File: config.mk
export PLATFORM = sky130hd
export DESIGN_NAME = tick_task_scheduler
export DESIGN_NICKNAME = d
export VERILOG_FILES = /design/src/rtl/tts_pkg.sv /design/src/rtl/tts_ctrl.sv /design/src/rtl/tts_datapath.sv /design/src/rtl/tick_task_scheduler.sv
export SDC_FILE = /design/constraint.sdc
export NUM_CORES = 1
export LEC_CHECK = 0
export BUFFER_PORTS_ARGS = -buffer_cell sky130_fd_sc_hd__buf_2
export CAP_MARGIN = 20
export CORE_UTILIZATION = 40
export DETAILED_ROUTE_END_ITERATION = 8
export PLACE_DENSITY = 0.63
export SYNTH_ARGS = -nofsm -noshare
export SYNTH_HDL_FRONTEND = slang
export SYNTH_HIERARCHICAL = 1
export SYNTH_SLANG_ARGS = --single-unit
File: constraint.sdc
create_clock -name clk -period 8.15 [get_ports clk]
set_clock_uncertainty 0.15 [all_clocks]
set_input_delay 1.2225 -clock clk [delete_from_list [all_inputs] [get_ports clk]]
set_output_delay 1.2225 -clock clk [all_outputs]
set_load 0.03 [all_outputs]
File: src/rtl/tts_pkg.sv
// ----------------------------------------------------------------------------
// tts_pkg
// Shared types and constants for the tick task scheduler.
// ----------------------------------------------------------------------------
package tts_pkg;

  localparam int TASK_COUNT = 8;
  localparam int TASK_W     = $clog2(TASK_COUNT);

  typedef enum logic [2:0] {
    OP_TICK    = 3'd0,
    OP_CREATE  = 3'd1,
    OP_SUSPEND = 3'd2,
    OP_RESUME  = 3'd3,
    OP_KILL    = 3'd4
  } op_t;

  // controller -> datapath
  typedef struct packed {
    logic start;   // tick accepted: rewind the walk
    logic apply;   // table operation accepted
    logic step;    // process the slot under the walk pointer
  } tts_cmd_t;

  // datapath -> controller
  typedef struct packed {
    logic out_free;  // output register can take a beat this cycle
    logic ptr_last;  // walk pointer is on the final slot
  } tts_status_t;

endpackage

File: src/rtl/tts_ctrl.sv
// ----------------------------------------------------------------------------
// tts_ctrl
// Controller: accepts operations and sequences the slot walk of a tick.
// ----------------------------------------------------------------------------
module tts_ctrl import tts_pkg::*; (
  input  logic        clk,
  input  logic        rst,
  input  logic        in_valid,
  output logic        in_ready,
  input  logic [2:0]  operation,
  input  tts_status_t status,
  output tts_cmd_t    cmd
);

  typedef enum logic [1:0] {
    ST_IDLE = 2'b01,
    ST_WALK = 2'b10
  } state_t;

  state_t state, state_next;
  logic   accept;

  assign in_ready = (state == ST_IDLE);
  assign accept   = in_valid && in_ready;

  always_comb begin
    cmd.start = accept && (operation == OP_TICK);
    cmd.apply = accept && (operation != OP_TICK);
    cmd.step  = (state == ST_WALK) && status.out_free;
  end

  always_comb begin
    state_next = state;
    case (state)
      ST_IDLE: if (cmd.start) state_next = ST_WALK;
      ST_WALK: if (cmd.step && status.ptr_last) state_next = ST_IDLE;
      default: state_next = ST_IDLE;
    endcase
  end

  always_ff @(posedge clk) begin
    if (rst) state <= ST_IDLE;
    else     state <= state_next;
  end

endmodule

File: src/rtl/tts_datapath.sv
// ----------------------------------------------------------------------------
// tts_datapath
// Slot table, walk pointer and result register of the tick task scheduler.
// ----------------------------------------------------------------------------
module tts_datapath import tts_pkg::*; (
  input  logic        clk,
  input  logic        rst,
  input  tts_cmd_t    cmd,
  output tts_status_t status,
  input  logic [2:0]  operation,
  input  logic [2:0]  task_index,
  input  logic [15:0] period,
  input  logic [7:0]  init_delay,
  output logic        out_valid,
  input  logic        out_ready,
  output logic        fired,
  output logic [2:0]  fired_task,
  output logic        last
);

  logic [TASK_COUNT-1:0] slot_valid;
  logic [TASK_COUNT-1:0] slot_paused;
  logic [15:0]           slot_period    [TASK_COUNT];
  logic [15:0]           slot_countdown [TASK_COUNT];

  logic [TASK_W-1:0]     ptr;
  logic                  any_fired;

  logic [TASK_COUNT-1:0] due;
  logic                  idx_ok;
  logic [TASK_W-1:0]     idx;
  logic                  live;
  logic                  hit;
  logic                  later_hit;
  logic [TASK_W:0]       ptr_plus;

  assign idx    = task_index[TASK_W-1:0];
  assign idx_ok = (32'(task_index) < TASK_COUNT);

  // slots that would fire if reached now; slots ahead of the pointer are untouched
  always_comb begin
    for (int i = 0; i < TASK_COUNT; i++) begin
      due[i] = slot_valid[i] && !slot_paused[i] && (slot_countdown[i] == 16'd0);
    end
  end

  assign live      = slot_valid[ptr] && !slot_paused[ptr];
  assign hit       = due[ptr];
  assign ptr_plus  = {1'b0, ptr} + 1'b1;
  assign later_hit = |(due >> ptr_plus);

  assign status.out_free = !out_valid || out_ready;
  assign status.ptr_last = (ptr == TASK_W'(TASK_COUNT - 1));

  // control state of the table and walk
  always_ff @(posedge clk) begin
    if (rst) begin
      slot_valid  <= '0;
      slot_paused <= '0;
      ptr         <= '0;
      any_fired   <= 1'b0;
    end else begin
      if (cmd.start) begin
        ptr       <= '0;
        any_fired <= 1'b0;
      end else if (cmd.step) begin
        ptr       <= status.ptr_last ? '0 : ptr_plus[TASK_W-1:0];
        any_fired <= any_fired || hit;
      end
      if (cmd.apply && idx_ok) begin
        case (op_t'(operation))
          OP_CREATE: begin
            slot_valid[idx]  <= 1'b1;
            slot_paused[idx] <= 1'b0;
          end
          OP_SUSPEND: slot_paused[idx] <= 1'b1;
          OP_RESUME:  slot_paused[idx] <= 1'b0;
          OP_KILL:    slot_valid[idx]  <= 1'b0;
          default: ;
        endcase
      end
    end
  end

  // period and countdown storage; contents only matter once created
  always_ff @(posedge clk) begin
    if (cmd.step && live) begin
      slot_countdown[ptr] <= hit ? slot_period[ptr] : slot_countdown[ptr] - 16'd1;
    end else if (cmd.apply && idx_ok) begin
      case (op_t'(operation))
        OP_CREATE: begin
          slot_period[idx]    <= period;
          slot_countdown[idx] <= {8'd0, init_delay};
        end
        OP_KILL: begin
          slot_period[idx]    <= 16'd0;
          slot_countdown[idx] <= 16'd0;
        end
        default: ;
      endcase
    end
  end

  // result register: one beat per firing, or one empty beat closing a quiet tick
  always_ff @(posedge clk) begin
    if (rst) begin
      out_valid <= 1'b0;
    end else if (cmd.step && (hit || (status.ptr_last && !any_fired))) begin
      out_valid <= 1'b1;
    end else if (out_ready) begin
      out_valid <= 1'b0;
    end
  end

  always_ff @(posedge clk) begin
    if (cmd.step) begin
      if (hit) begin
        fired      <= 1'b1;
        fired_task <= 3'(ptr);
        last       <= !later_hit;
      end else if (status.ptr_last && !any_fired) begin
        fired      <= 1'b0;
        fired_task <= 3'd0;
        last       <= 1'b1;
      end
    end
  end

  // a step must never overwrite a beat still waiting downstream
  a_step_room: assert property (@(posedge clk) disable iff (rst)
    cmd.step |-> (!out_valid || out_ready))
    else $error("walk step while result register is stalled");

  a_start_rewinds: assert property (@(posedge clk) disable iff (rst)
    cmd.start |=> (ptr == '0) && !any_fired)
    else $error("tick did not rewind the walk");

  a_empty_is_last: assert property (@(posedge clk) disable iff (rst)
    (out_valid && !fired) |-> last)
    else $error("empty tick result not marked last");

  a_no_overlap: assert property (@(posedge clk) disable iff (rst)
    !(cmd.step && (cmd.start || cmd.apply)))
    else $error("operation accepted during a walk");

endmodule

File: src/rtl/tick_task_scheduler.sv
// ----------------------------------------------------------------------------
// tick_task_scheduler
// Time-triggered cooperative scheduler: task slot table driven by ticks.
// ----------------------------------------------------------------------------
// Create, suspend, resume and kill give no beat.
// A tick walks the slots one per cycle while the output is not stalled, and
// the input is not ready until the walk of the final slot; a firing beat
// appears the cycle after its slot is walked.
// The walk pauses while the result register is stalled.
// Sync reset clears all valid/paused marks, the walk and the result register.
module tick_task_scheduler import tts_pkg::*; (
  input  logic        clk,
  input  logic        rst,
  input  logic        in_valid,
  output logic        in_ready,
  input  logic [2:0]  operation,
  input  logic [2:0]  task_index,
  input  logic [15:0] period,
  input  logic [7:0]  init_delay,
  output logic        out_valid,
  input  logic        out_ready,
  output logic        fired,
  output logic [2:0]  fired_task,
  output logic        last
);

  tts_cmd_t    cmd;
  tts_status_t status;

  tts_ctrl u_ctrl (
    .clk       (clk),
    .rst       (rst),
    .in_valid  (in_valid),
    .in_ready  (in_ready),
    .operation (operation),
    .status    (status),
    .cmd       (cmd)
  );

  tts_datapath u_datapath (
    .clk         (clk),
    .rst         (rst),
    .cmd         (cmd),
    .status      (status),
    .operation   (operation),
    .task_index  (task_index),
    .period      (period),
    .init_delay  (init_delay),
    .out_valid   (out_valid),
    .out_ready   (out_ready),
    .fired       (fired),
    .fired_task  (fired_task),
    .last        (last)
  );

endmodule
Word level (Yosys, flattened, before mapping)
Memory sizes are Yosys's and may differ from the RTL's. A register that Yosys moved wholly into a read port is not among the register bits.
Index checks and enable logic that the tools add are counted.
- divide/modulo/power cells: 0
- mux-type cells: 41
- add/sub/neg operators: 2
- bitwise logic cells: 7
- eq/ne operators: 9
- reduce and logical (&&, ||, !) cells: 63
- $lt $le $gt $ge: 3
- shifts and indexed selects: 1
- $mul: 0
- operators by type and width (kind ; count):
    16-bit zero test ; 8
    16-bit two-way mux ; 4
    8-bit case mux with 2 select lines ; 2
    1-bit logical AND ; 26
    3-bit two-way mux ; 8
    1-bit two-way mux ; 20
    8-bit bitwise AND ; 2
    8-bit bitwise OR ; 2
    16-bit OR reduction ; 1
    16-bit by 1-bit subtractor with 16-bit output, second input constant ; 1
    1-bit zero test ; 12
    1-bit binary-select mux with 3-bit select ; 3
    3-bit by 4-bit < comparator with 1-bit output, second input constant ; 2
    8-bit inverter ; 1
    2-bit AND reduction ; 4
    2-bit nonzero test ; 4
    8-bit OR reduction ; 1
    8-bit by 4-bit >> shifter with 8-bit output ; 1
    3-bit by 2-bit equality test with 1-bit output, second input constant ; 2
    3-bit equality test, second input constant ; 2
    3-bit by 1-bit adder with 4-bit output, second input constant ; 1
    2-bit two-way mux ; 2
    2-bit inequality test, second input constant ; 2
    2-bit case mux with 2 select lines ; 1
    other kinds (10) ; 14
- memories kept: 2
- bits in latches: 0
- ROM bits: 0
- bits in writable memories: 256
- input port bits: 34
- bits in registers: 28
- memories (memory ; depth ; bits a word ; rd ports ; clocked after memory_dff ; write ports ; line ; source):
    u_datapath.slot_countdown ; 8 ; 16 ; 9 ; 1 ; 1 ; tts_datapath.sv:24 ; logic [15:0] slot_countdown [TASK_COUNT];
    u_datapath.slot_period ; 8 ; 16 ; 1 ; 1 ; 1 ; tts_datapath.sv:23 ; logic [15:0] slot_period [TASK_COUNT];

Logic depth before layout (Yosys ltp)
Gate-level depths: netlist of the first run.
- word-level depth: 10
- mapped depth: 10

By module
Netlist of the first run, hierarchy kept.
- by module, submodules not included (module ; area each (µm²) ; cells each ; sequential area each (µm²) ; instances):
    tts_datapath ; 12171.7 ; 735 ; 8318.0 ; 1
    tts_ctrl ; 123.9 ; 13 ; 40.0 ; 1

Least setup slack after synthesis of the first run
OpenSTA, ideal clock, no wires.
- path type: input to register
- from: input operation[0]
- to: memory u_datapath.slot_period[0][0], enable pin
- path slack: 3.834 ns
- stages: 7
- data arrival time: 3.757 ns
- path buffers: 1
- cell sequence: nor3_4 nor2_1 nor3b_1 and2_1 clkbuf_1 nand2_1 nor3_1
- RTL lines (what ; line ; source):
    from (decl) ; tick_task_scheduler.sv:16 ; input logic [2:0] operation,
    to (decl) ; tts_datapath.sv:23 ;

==> results of run 1 <==
area by class of cell:
class / instances / share of cell area
flip-flops and latches: 287 / 0.5952
repair buffers: 61 / 0.02778
clock inverters: 23 / 0.01932
inverters: 8 / 0.002315
multi-input cells: 417 / 0.2685
well taps: 390 / 0.03473
clock buffers: 31 / 0.05218
cell families (layout without fill, tap and decap cells):
family / Yosys count / after routing
compound gates: 95 / 95
flops: 287 / 287
buf+inv: 44 / 123
mux: 94 / 94
simple gates: 210 / 210
fa+ha+maj: 3 / 3
xor+xnor: 15 / 15
where the power goes:
part	internal, uW	total, uW	leakage (uW)	switching, uW
clock network	840	1400	0.000482	562
registers	1620	1620	0.00257	3.90
logic	23.9	81.2	0.00127	57.2
total	2480	3100	0.00433	623
flip-flops by register name, summed over array words and instances, names as in the netlist, named ones only:
name and flops:
u_datapath/ptr 3, u_datapath/any_fired 1, u_datapath/fired 1, u_datapath/slot_countdown 128, u_datapath/fired_task 3, u_ctrl/state 2, u_datapath/out_valid 1, u_datapath/last 1
u_datapath/slot_period 128
per-layer routing:
metal | wire length (um) | up-vias | GRT usage
li1 | - | 3167 | -
met1 | 13000 | 3656 | 0.2791
met2 | 13560 | 328 | 0.2935
met3 | 2526 | 61 | 0.04499
met4 | 1014 | 0 | 0.07123
met5 | 0 | - | 0
cell usage after synthesis, types with 3 or more instances:
master      n
or4_1       5
dfxtp_1    26
nor4_1     28
mux2_2      3
clkbuf_1   17
edfxtp_1  261
nand2b_1    9
xnor2_1    10
nand3_1    12
buf_2      11
nand3b_1    5
xor2_1      5
nor2b_1    18
mux2i_1    24
nor2_1     40
o21a_1      4
mux4_2     62
a211oi_1   10
inv_1       6
ha_1        3
o21ai_1     8
a31oi_1    15
mux2i_2     3
a311oi_1    4
o21ai_0     6
a21oi_1    22
and2_1      5
nand2_1    36
a32o_1      4
nand4_1     6
nor3_1     23
nor3b_1     4
or4b_1      3
nor4b_1     3
buf_1       5
worst min-delay path by stage:
stage / startpoint / to
6_report: flop / flop
5_1_grt: flop / flop
4_1_cts: flop / flop
3_5_place_dp: flop / flop
3_3_place_gp: flop / flop
2_1_floorplan: flop / flop
worst min-delay path, stage by stage (launching register included):
cell and delay (ns):
dfxtp_1 0.31, nor2_1 0.09, a311oi_1 0.05
per-stage QoR:
| step | cells | setup slack (ns) | power (uW) | utilization | hold slack (ns) |
|---|---|---|---|---|---|
| 2_1_floorplan | 748 | 3.834 | 1695 | - | 0.3267 |
| 5_1_grt | 1217 | 3.323 | 3190 | 0.4691 | 0.3836 |
| 3_5_place_dp | 1160 | 3.548 | 1731 | 0.4340 | 0.3489 |
| 4_1_cts | 1214 | 3.691 | 3122 | 0.4675 | 0.3595 |
| 6_report | 1217 | 3.731 | 3103 | 0.4691 | 0.3563 |
| 3_3_place_gp | 1159 | 3.588 | 1730 | 0.4335 | 0.3511 |
==> summary.txt, run 1 <==
crit-path leading delay family -> multiplexers
Synth area leader -> edfxtp_1
EDFF count, synth -> 261
Levels on crit path -> 8
Post-synth ARST share -> 0
DP HPWL -> 20.01 mm
DIE AREA -> 31440 sq um
Detail Route Antenna Nets -> 0
initial antenna violation count -> 0
Buffers on Ports -> 40
register area share after synthesis -> 0.6798
cell area after synthesis -> 12300 sq um
relative slew slack -> 0.2704
vias per cell -> 5.926
total number of vias -> 7212
io pins -> 41
register area -> 8364 sq um
Inserted Clock Buffers -> 29
Syn Inst Count -> 748
XOR/XNOR Fraction of Synth Area -> 0.01068
Final Cycle Share -> 0.5422
DRC -> 0
row cnt -> 63
Static Leak -> 0.004327 uW
Setup-failing EPs final -> 0
Worst-Margin Slew -> 1.093 ns
Post-CTS Hold Fix Bufs -> 0
fin nets -> 841
adder-cell share of the synthesized area -> 0.003053
final hold vios -> 0
type of the worst setup path -> reg -> reg
Mapped Nets -> 785
Tot GR Track Use -> 0.1959
Crit path largest cell delay -> 0.82 ns
Sum Neg Setup Slack -> 0 ns
grt total ovfl -> 0
Synth top area share -> 0.6374
fill cell count -> 2593
clk_lat worst skew -> 0.56 ns
Seq cells post-synth -> 287
r2r endpoint -> u_datapath/slot_countdown[1][12]$_DFFE_PP_
diodes inserted -> 0
CTS tree -> built
f_max -> 226.3 MHz
Final min period -> 4.419 ns
post-synthesis mux area share -> 0.1420
maximum vdd drop -> 170.7 uV
Ys Warns -> 6
First DRT Iteration DRCs -> 746
design area -> 14050 sq um
H-tree levels -> 1
pin count of the biggest net entering global routing -> 59
CTS resizes -> 0
total wire length -> 30.10 mm
die height -> 177.3 um
worst-path cell chain -> buf_4, mux4_2, mux2i_4, nand4_2, nor4_1, xnor2_1, a21oi_1, a211oi_1
first drt pass iteration count -> 5
largest family of logic cells by synthesized area -> multiplexers
R2R Setup Slk -> 3.73 ns
most frequent cells in the layout -> edfxtp_1, mux4_2, buf_2
status -> finished clean
DP Area -> 13000 sq um
core area -> 29950 sq um
Avg WL per Cell -> 24.73 um
crit path launch type -> flop
multi-input gate area in the final layout -> 3772 sq um
critical path required time -> 8.21 ns
CTS max path bufs -> 3
routability cong. -> 0.9291
CTS sink count -> 287
CP arrival -> 4.48 ns
Area contributors post-synth -> edfxtp_1, mux4_2, dfxtp_1
pins over their slew limit -> 0
Main synth FF type -> edfxtp_1
worst min path class -> reg -> reg
critical path buffer and inverter count -> 1
Setup Buffers After CTS -> 0
Cell Pwr Density -> 220.8 nW/um^2
Die X -> 177.3 um
Syn Area/Cell -> 16.44 sq um
Max-Cap Viols -> 0
unrepaired setup endpoints after global routing -> false
Compound-Gate Fraction of Synth Area -> 0.05169
worst setup path endpoint -> u_datapath/slot_countdown[1][12]$_DFFE_PP_
first-pass GRT wire length -> 45.19 mm
crit path capture type -> flop
Hold Path Cell Cnt -> 2
simple-gate share of the synthesized area -> 0.09657
root buf cell -> clkbuf_16
layout cells sized above 1 -> 0.2382
Starting Density -> 0.4105
clock slew at reported path FFs -> 0.06 ns
Area Growth Syn to Fin -> 14.29%
vias in the first global route -> 7112
commonest non-fill, non-tap cell in the layout -> edfxtp_1
Worst Reg2Reg Path Length in Cells -> 8
CP max-delay cell -> a211oi_1
Yosys cell types -> 66
largest driver fanout on the critical path -> 34
No activity file was read; power rests on OpenSTA's default activity.
==> run 2: changes to the inputs <==
- PLACE_DENSITY: 0.63 -> 0.65
- clock period: 8.15 -> 4 ns (I/O delays scaled with it)
==> run 2 against run 1 <==
Effect of this change:
- power grew 95%
- count of clock-buffer cells in the layout grew 4
- design area is essentially flat
- clock power grew 84%
- sequential power grew 100%
- critical path type unchanged
- via count grew 2.2%
==> summary.txt, run 2 (same netlist as run 1, synthesis figures left out) <==
status -> finished clean
worst r2r src -> u_datapath/slot_countdown[4][4]$_DFFE_PP_
crit path launch type -> flop
GRT met3 Usage -> 0.03942 (-0.005570)
Tot GR Track Use -> 0.1997 (+0.003862)
DRC -> 0 (unchanged)
critical path required time -> 4.10 ns (-4.11 ns)
CP arrival -> 3.74 ns (-0.74 ns)
clk_lat worst skew -> 0.56 ns (about the same)
Buffers on Ports -> 40 (unchanged)
Post-CTS Hold Fix Bufs -> 0 (unchanged)
Inst Count DP -> 1185 (+2.2%)
type of the worst setup path -> reg -> reg
register area -> 8364 sq um (unchanged)
first-pass GRT wire length -> 46.11 mm (+2.0%)
crit-path leading delay family -> compound AO/OA/AOI/OAI gates
Max-Cap Viols -> 0 (unchanged)
final total power -> 6048 uW (+95%)
First DRT Iteration DRCs -> 952 (+28%)
io pins -> 41 (unchanged)
CP max-delay cell -> a211oi_1
Avg WL per Cell -> 24.93 um (+0.80%)
grt total ovfl -> 0 (unchanged)
global-route met2 utilization -> 0.3060 (+0.01253)
CTS tree -> built
Inserted Clock Buffers -> 29 (unchanged)
pre-CTS setup slack -> 0.4100 ns (-3.138 ns)
Die X -> 177.3 um (unchanged)
pins over their slew limit -> 0 (unchanged)
die height -> 177.3 um (unchanged)
DP Area -> 13170 sq um (+1.3%)
Final Non-Filler Cells -> 1236 (+1.6%)
routability cong. -> 0.9213 (-0.84%)
multi-input gate area in the final layout -> 3762 sq um (-0.27%)
diodes inserted -> 0 (unchanged)
Crit path largest cell delay -> 0.66 ns (-0.16 ns)
root buf cell -> clkbuf_16
vias in the first global route -> 7303 (+2.7%)
Sum Neg Setup Slack -> 0 ns (unchanged)
H-tree levels -> 1 (unchanged)
CTS max path bufs -> 3 (unchanged)
largest driver fanout on the critical path -> 17 (-50%)
relative slew slack -> 0.3603 (+0.08990)
core area -> 29950 sq um (unchanged)
fin worst setup slack -> 0.3542 ns (-3.377 ns)
DP HPWL -> 20.81 mm (+4.0%)
clock slew at reported path FFs -> 0.06 ns (about the same)
f_max -> 274.3 MHz (+21%)
Cell Pwr Density -> 430.1 nW/um^2 (+95%)
fin nets -> 863 (+2.6%)
final hold vios -> 0 (unchanged)
vias per cell -> 5.961 (+0.59%)
worst-path cell chain -> nor4_1, nand3_1, o311ai_1, a21oi_1, a311oi_2, buf_4, a21oi_1, a211oi_1
fill cell count -> 2592 (-0.039%)
pin count of the biggest net entering global routing -> 33 (-44%)
Most Used Layer, Global Route -> met2
total wire length -> 30.81 mm (+2.4%)
maximum vdd drop -> 306.3 uV (+79%)
unrepaired setup endpoints after global routing -> false
Setup-failing EPs final -> 0 (unchanged)
HP Start -> out_ready
DIE AREA -> 31440 sq um (unchanged)
most frequent cells in the layout -> edfxtp_1, mux4_2, buf_4
Final Cycle Share -> 0.9114 (+0.3692)
crit path capture type -> flop
Static Leak -> 0.004382 uW (+1.3%)
initial antenna violation count -> 0 (unchanged)
commonest non-fill, non-tap cell in the layout -> edfxtp_1
total number of vias -> 7368 (+2.2%)
worst min path class -> in -> reg
first drt pass iteration count -> 6 (+1)
Most common cell on crit path -> a21oi_1
leading registers by flop count -> u_datapath/slot_countdown (128), u_datapath/slot_period (128)
Starting Density -> 0.4105 (unchanged)
row cnt -> 63 (unchanged)
design area -> 14060 sq um (about the same)
grt met1 use -> 0.2851 (+0.006013)
worst setup path start -> u_datapath/slot_countdown[4][4]$_DFFE_PP_
CTS sink count -> 287 (unchanged)
Setup Buffers After CTS -> 0 (unchanged)
Detail Route Antenna Nets -> 0 (unchanged)
critical path buffer and inverter count -> 1 (unchanged)
CTS resizes -> 0 (unchanged)
Worst-Margin Slew -> 0.9514 ns (-0.1418 ns)
layout cells sized above 1 -> 0.2482 (+0.01002)
Final min period -> 3.646 ns (-0.7734 ns)
Area Growth Syn to Fin -> 14.36% (about the same)
[run 2: routing by layer]
metal	vias up	wire [um]
met5	-	0
met4	0	909
met3	66	2586
met2	347	14030
met1	3752	13290
li1	3203	-
[run 2: worst reg2reg max path: cells and delay by family (launching register included)]
family,cells,cell delay (ns)
buffers and inverters,1,0.27
AO/OA/AOI/OAI,5,1.67
flip-flops,1,0.42
AND/OR/NAND/NOR,2,0.83
[run 2: cell type report]
type | count | share of cell area
timing repair buffer | 83 | 0.03720
clock buffer | 35 | 0.05321
inverter | 8 | 0.002314
clock inverter | 16 | 0.01014
tap | 390 | 0.03470
multi-input combinational | 417 | 0.2676
sequential | 287 | 0.5949
[run 2: worst paths after layout]
path                                                end  slack (ns)  depth (start not counted)
max          u_datapath/slot_countdown[6][10]$_DFFE_PP_        0.35                          8
min                   u_datapath/out_valid$_SDFFE_PP0P_        0.22                          3
max reg2reg  u_datapath/slot_countdown[6][10]$_DFFE_PP_        0.35                          8
min reg2reg                                        flop        0.37                          2
[run 2: power breakdown]
part,internal (uW),switching (uW),total (uW)
sequential,3290,8.69,3300
combinational,52.1,116,168
clock,1460,1120,2580
[run 2: per-stage QoR]
step                  util  hold slack (ns)
floorplan                -           0.3267
global placement    0.4397           0.3476
detailed placement  0.4397           0.3565
CTS                 0.4694           0.2074
global route        0.4694           0.2302
finish              0.4694           0.2218
